$ cat config.mk
export PLATFORM = sky130hd
export DESIGN_NAME = tmpg_ram
export DESIGN_NICKNAME = d
export VERILOG_FILES = /design/src/rtl/core/tmpg_ram.sv
export SDC_FILE = /design/constraint.sdc
export NUM_CORES = 2
export LEC_CHECK = 0
export BUFFER_PORTS_ARGS = -buffer_cell sky130_fd_sc_hd__buf_2
export CORE_MARGIN = 5
export CORE_UTILIZATION = 55
export DETAILED_ROUTE_END_ITERATION = 10
export PLACE_DENSITY_LB_ADDON = 0.08
export SYNTH_ARGS = -nofsm -noshare
export SYNTH_HDL_FRONTEND = slang
export SYNTH_SLANG_ARGS = --single-unit
$ cat constraint.sdc
create_clock -name clk -period 5 [get_ports clk]
set_input_delay 0.5 -clock clk [delete_from_list [all_inputs] [get_ports clk]]
set_output_delay 0.5 -clock clk [all_outputs]
set_load 0.05 [all_outputs]
$ cat src/rtl/core/tmpg_ram.sv
// tmpg_ram: generic simple dual port ram, one write and one registered read
// used for the character cells and the font store; no dependencies
module tmpg_ram #(
  parameter int WIDTH = 8,
  parameter int DEPTH = 256,
  localparam int AW = (DEPTH > 1) ? $clog2(DEPTH) : 1
) (
  input  logic             clk,
  input  logic             we,
  input  logic [AW-1:0]    waddr,
  input  logic [WIDTH-1:0] wdata,
  input  logic [AW-1:0]    raddr,
  output logic [WIDTH-1:0] rdata
);

  logic [WIDTH-1:0] mem [DEPTH];

  always_ff @(posedge clk) begin
    if (we) begin
      mem[waddr] <= wdata;
    end
    rdata <= mem[raddr];
  end

endmodule

# Yosys cells after proc, flatten, opt, wreduce, memory -nomap -nowiden
# Memory sizes are Yosys's and may differ from the RTL's. A register that Yosys moved wholly into a read port is not among the register bits.
# Index checks and enable logic that the tools add are counted.
dict set report classes {
  n_mux 2
}
# op n
set op_table {}
lappend op_table {{1-bit 2-to-1 mux} 2}
dict set report totals {
  register_bits 0
  wordCells 3
  output_inout_bits 8
  memories 1
  mem_bits_rw 2048
  in_bits 26
}
# name depth word_bits read_ports rd_ports_with_merged_regs write_ports line_no
set mem_list {}
lappend mem_list {mem 256 8 1 1 1 16} ;# logic [WIDTH-1:0] mem [DEPTH];

# Logic depth before layout (Yosys ltp)
dict set report depth {
  word_depth 2
  ltp_mapped 11
  depth_no_buf 6
}

# Worst setup path after synthesis
# Ideal clock, no wire load.
dict set report synth_timing {
  kind {input port to flip-flop}
  startpoint {input port raddr[0]}
  endpoint {register rdata[2], read port of mem}
  arrival_time_ns 2.307
  setup_slack_ns 2.562
  stages 9
  n_path_buf 4
  t_required_ns 4.869
  setup_time_ns 0.131
  path_cell_list {buf_6 -> buf_12 -> buf_8 -> buf_2 -> mux4_2 -> a22oi_1 -> a21oi_1 -> nor4_1 -> nor4_2}
}
# element line_no
set synth_rtl {}
lappend synth_rtl {{start, declared} 12} ;# input logic [AW-1:0] raddr,
lappend synth_rtl {{end, declared} 13} ;# output logic [WIDTH-1:0] rdata

==> run_results.csv <==
group,metric,value,unit
floorplanning,dieHeight,390.3,um
setup_path,r2r-end,"rdata[6]$_DFF_P_",
setup_path,r2r_cells,6,
clock_tree,clkLatencyLatePin,0.82,ns
route,wire_per_inst,33.53,um
route,drc_errors,0,
clock_tree,cts_resized,0,
floorplanning,die_w,390.3,um
timing,slew_viol_final,0,
power,totalPowerFinal,35.71,mW
floorplanning,coreArea,143700,um2
setup_path,reg2reg_setup_slack,2.25,ns
outcome,status,"completed",
route,vias_per_cell,6.553,
power,p_sw_share,21.09,%
floorplanning,start_util,55.38,%
setup_path,crit_family,"buffers and inverters",
clock_tree,cts_setup_buffers,0,
power,clock_power_share,41.8,%
floorplanning,rows,139,
timing,finalHoldViolCount,0,
clock_tree,cts_root_buffer,"clkbuf_16",
power,intPower,28.18,mW
setup_path,slowest_stage,"nor4_1",
timing,setup_viol,0,
logic_synthesis,avgSynthCellArea,21.31,um2
clock_tree,cts_made_buffers,200,
worst_hold_path,holdPathStages,1,
power,ir_worst_vdd,0.3038,mV
clock_tree,cts.path.max_buffers,3,
finish,num-nets-final,3876,
logic_synthesis,synth_warnings,0,
setup_path,crit_path_frequent_cell,"buf_4",
grt,overflow,0,
grt,grt_usage,26.38,%
power,pwr_density_cell,403.9,nW/um2
setup_path,crit_path_max_incr_delay,0.93,ns
setup_path,cp-start-kind,"input pin",
timing,max-slew-margin-rel,11.07,%
setup_path,path_max_fanout,42,
logic_synthesis,synth-edff-count,2048,
route,vias,38810,
route,dr.first_iter.drc_count,4365,
setup_path,crit_path_end_kind,"flip-flop",
timing,max_freq,0.2966,GHz
logic_synthesis,netlist_instances,3733,
timing,timing.final.crit_share,67.44,%
clock_tree,cts_tree,"yes",
timing,worstMarginPinSlew,1.330,ns
setup_path,cp_cell_sequence,"buf_8 -> buf_4 -> buf_4 -> mux4_2 -> a22oi_1 -> a21oi_1 -> nor4_1 -> nor4_2",
timing,finalCriticalPeriod,3.372,ns
clock_tree,path_clk_slew,0.06,ns
finish,drive_above_1_share,22.41,%
finish,syn_to_final_growth,11.13,%
setup_path,cp_data_required_time,5.67,ns
job,maxCapViolations,0,
setup_path,cp.buffers_inverters,3,
route,ant_nets,0,
placed_design,gp_congestion,0.8257,
clock_tree,ctsHtreeMaxLevel,4,
timing,holdWs,0.2815,ns
clock_tree,clock-sinks,2056,
power,comb_power_share,4.9,%
timing,fin_skew,0.02703,ns
placed_design,port_buffers,33,
logic_synthesis,synthArstFlopShare,0,%
floorplanning,io_pins,34,
power,switchingPower,7.530,mW
worst_hold_path,min_to,"mem[65][5]$_DFFE_PP_",
grt,grt_max_degree,142,
setup_path,crit_arrival,4.04,ns
grt,grt_pass1_wl,286.7,mm
grt,grt_antenna_before_repair,10,
timing,rsz0062_at_grt,"no",
logic_synthesis,post_synth_num_cell_types,55,
timing,fin_ws,1.628,ns
power,p_seq_share,53.3,%
worst_hold_path,hold_class,"input pin to flip-flop",
route,firstDrtPassIters,6,
placed_design,hpwl,122.8,mm
placed_design,pre_cts_ws,0.8293,ns
setup_path,critPathKind,"input pin to flip-flop",
logic_synthesis,synth.cell_area,79560,um2
grt,grt_pass1_vias,39510,
route,postRouteWirelength,198.6,mm
logic_synthesis,ys_ff_latch,2056,
floorplanning,die_area,152400,um2
power,leakage,27.23,nW
worst_hold_path,hp-start,"wdata[5]",
clock_tree,hold_buffers,0,
logic_synthesis,syn_nets,3759,
timing,fin_tns_setup,0,ns
logic_synthesis,ys_seq_area_share,77.50,%
setup_path,startpoint,"raddr[0]",
logic_synthesis,synth-main-ff-cell,"edfxtp_1",
setup_path,timing.rr.start,"mem[83][6]$_DFFE_PP_",
[cells in the mapped netlist (22+ instances only)]
cell	number	area (um2)
buf_2	31	155.2
nor4_1	24	150.1
clkbuf_1	111	416.7
mux4_2	454	10220
nor2_1	282	1059
a22oi_1	133	998.5
edfxtp_1	2048	61500
nor3_1	22	110.1
a21oi_1	96	480.5
nand2_1	33	123.9
o221ai_1	46	402.9
nor2b_1	31	193.9
o22ai_1	28	175.2
mux2i_1	134	1341
buf_4	27	202.7
nand3_1	34	170.2
buf_1	22	82.58
[flip-flops by register name, indices dropped and copies added, names as in the netlist]
register / cells
rdata: 8
mem: 2048
[metal layers]
layer,wire [um],GRT usage [%],share of wire (%)
met4,5016,7.156,2.5
met5,13,0,0.0065
met3,17460,5.635,8.8
met2,97770,42.55,49
met1,78300,37.40,39
[final cells by class]
type                    count  area (um2)
flip-flops and latches   2056       61660
fillers                 10030       55240
multi-input cells        1442       16490
clock buffers             262        5330
well taps                1903        2381
repair buffers            148        1399
clock inverters           102        1130
diodes                      7       17.52
inverters                   2       7.507
[placed cells by master (no fill, tap or decap), drive strengths merged, types with 47 or more instances in the layout]
cell / n
a21oi: 96
buf: 140
mux2i: 134
a22oi: 133
clkinv: 69
nor2: 282
edfxtp: 2048
mux4: 456
clkbuf: 270
o221ai: 47
[through the flow]
step | std cells | area [um2] | utilization, %
3_3_place_gp | 5551 | 81920 | 57.03
3_5_place_dp | 5551 | 81940 | 57.04
5_1_grt | 5918 | 88400 | 61.54
6_report | 5922 | 88410 | 61.55
2_1_floorplan | 3733 | 79560 | -
4_1_cts | 5915 | 88400 | 61.53
[power groups by stage]
stage | clock [mW] | combinational [mW] | sequential, mW
floorplan | 0 | 0.923 | 19.4
global placement | 0 | 1.73 | 19.4
detailed placement | 0 | 1.77 | 19.4
CTS | 15.1 | 1.78 | 19.0
global route | 15.9 | 1.85 | 19.0
finish | 14.9 | 1.76 | 19.0
[kinds of logic after synthesis]
family / after synthesis / share of synthesized area (%)
flip-flops: 2056 / 77.50
AND/OR/NAND/NOR: 466 / 2.628
multiplexers: 591 / 14.62
buffers and inverters: 235 / 1.831
AO/OA/AOI/OAI: 385 / 3.419
[how the worst max path moves through the flow]
stage                                  end  slack [ns]  depth (start not counted)
final                     rdata[0]$_DFF_P_        1.63                          8
after global routing      rdata[0]$_DFF_P_        1.52                          8
after CTS                 rdata[0]$_DFF_P_        1.70                          8
after detailed placement  rdata[0]$_DFF_P_        0.83                          8
after global placement    rdata[5]$_DFF_P_        0.69                          7
after floorplan           rdata[2]$_DFF_P_        2.56                          9
(Power assumes the default switching activity.)
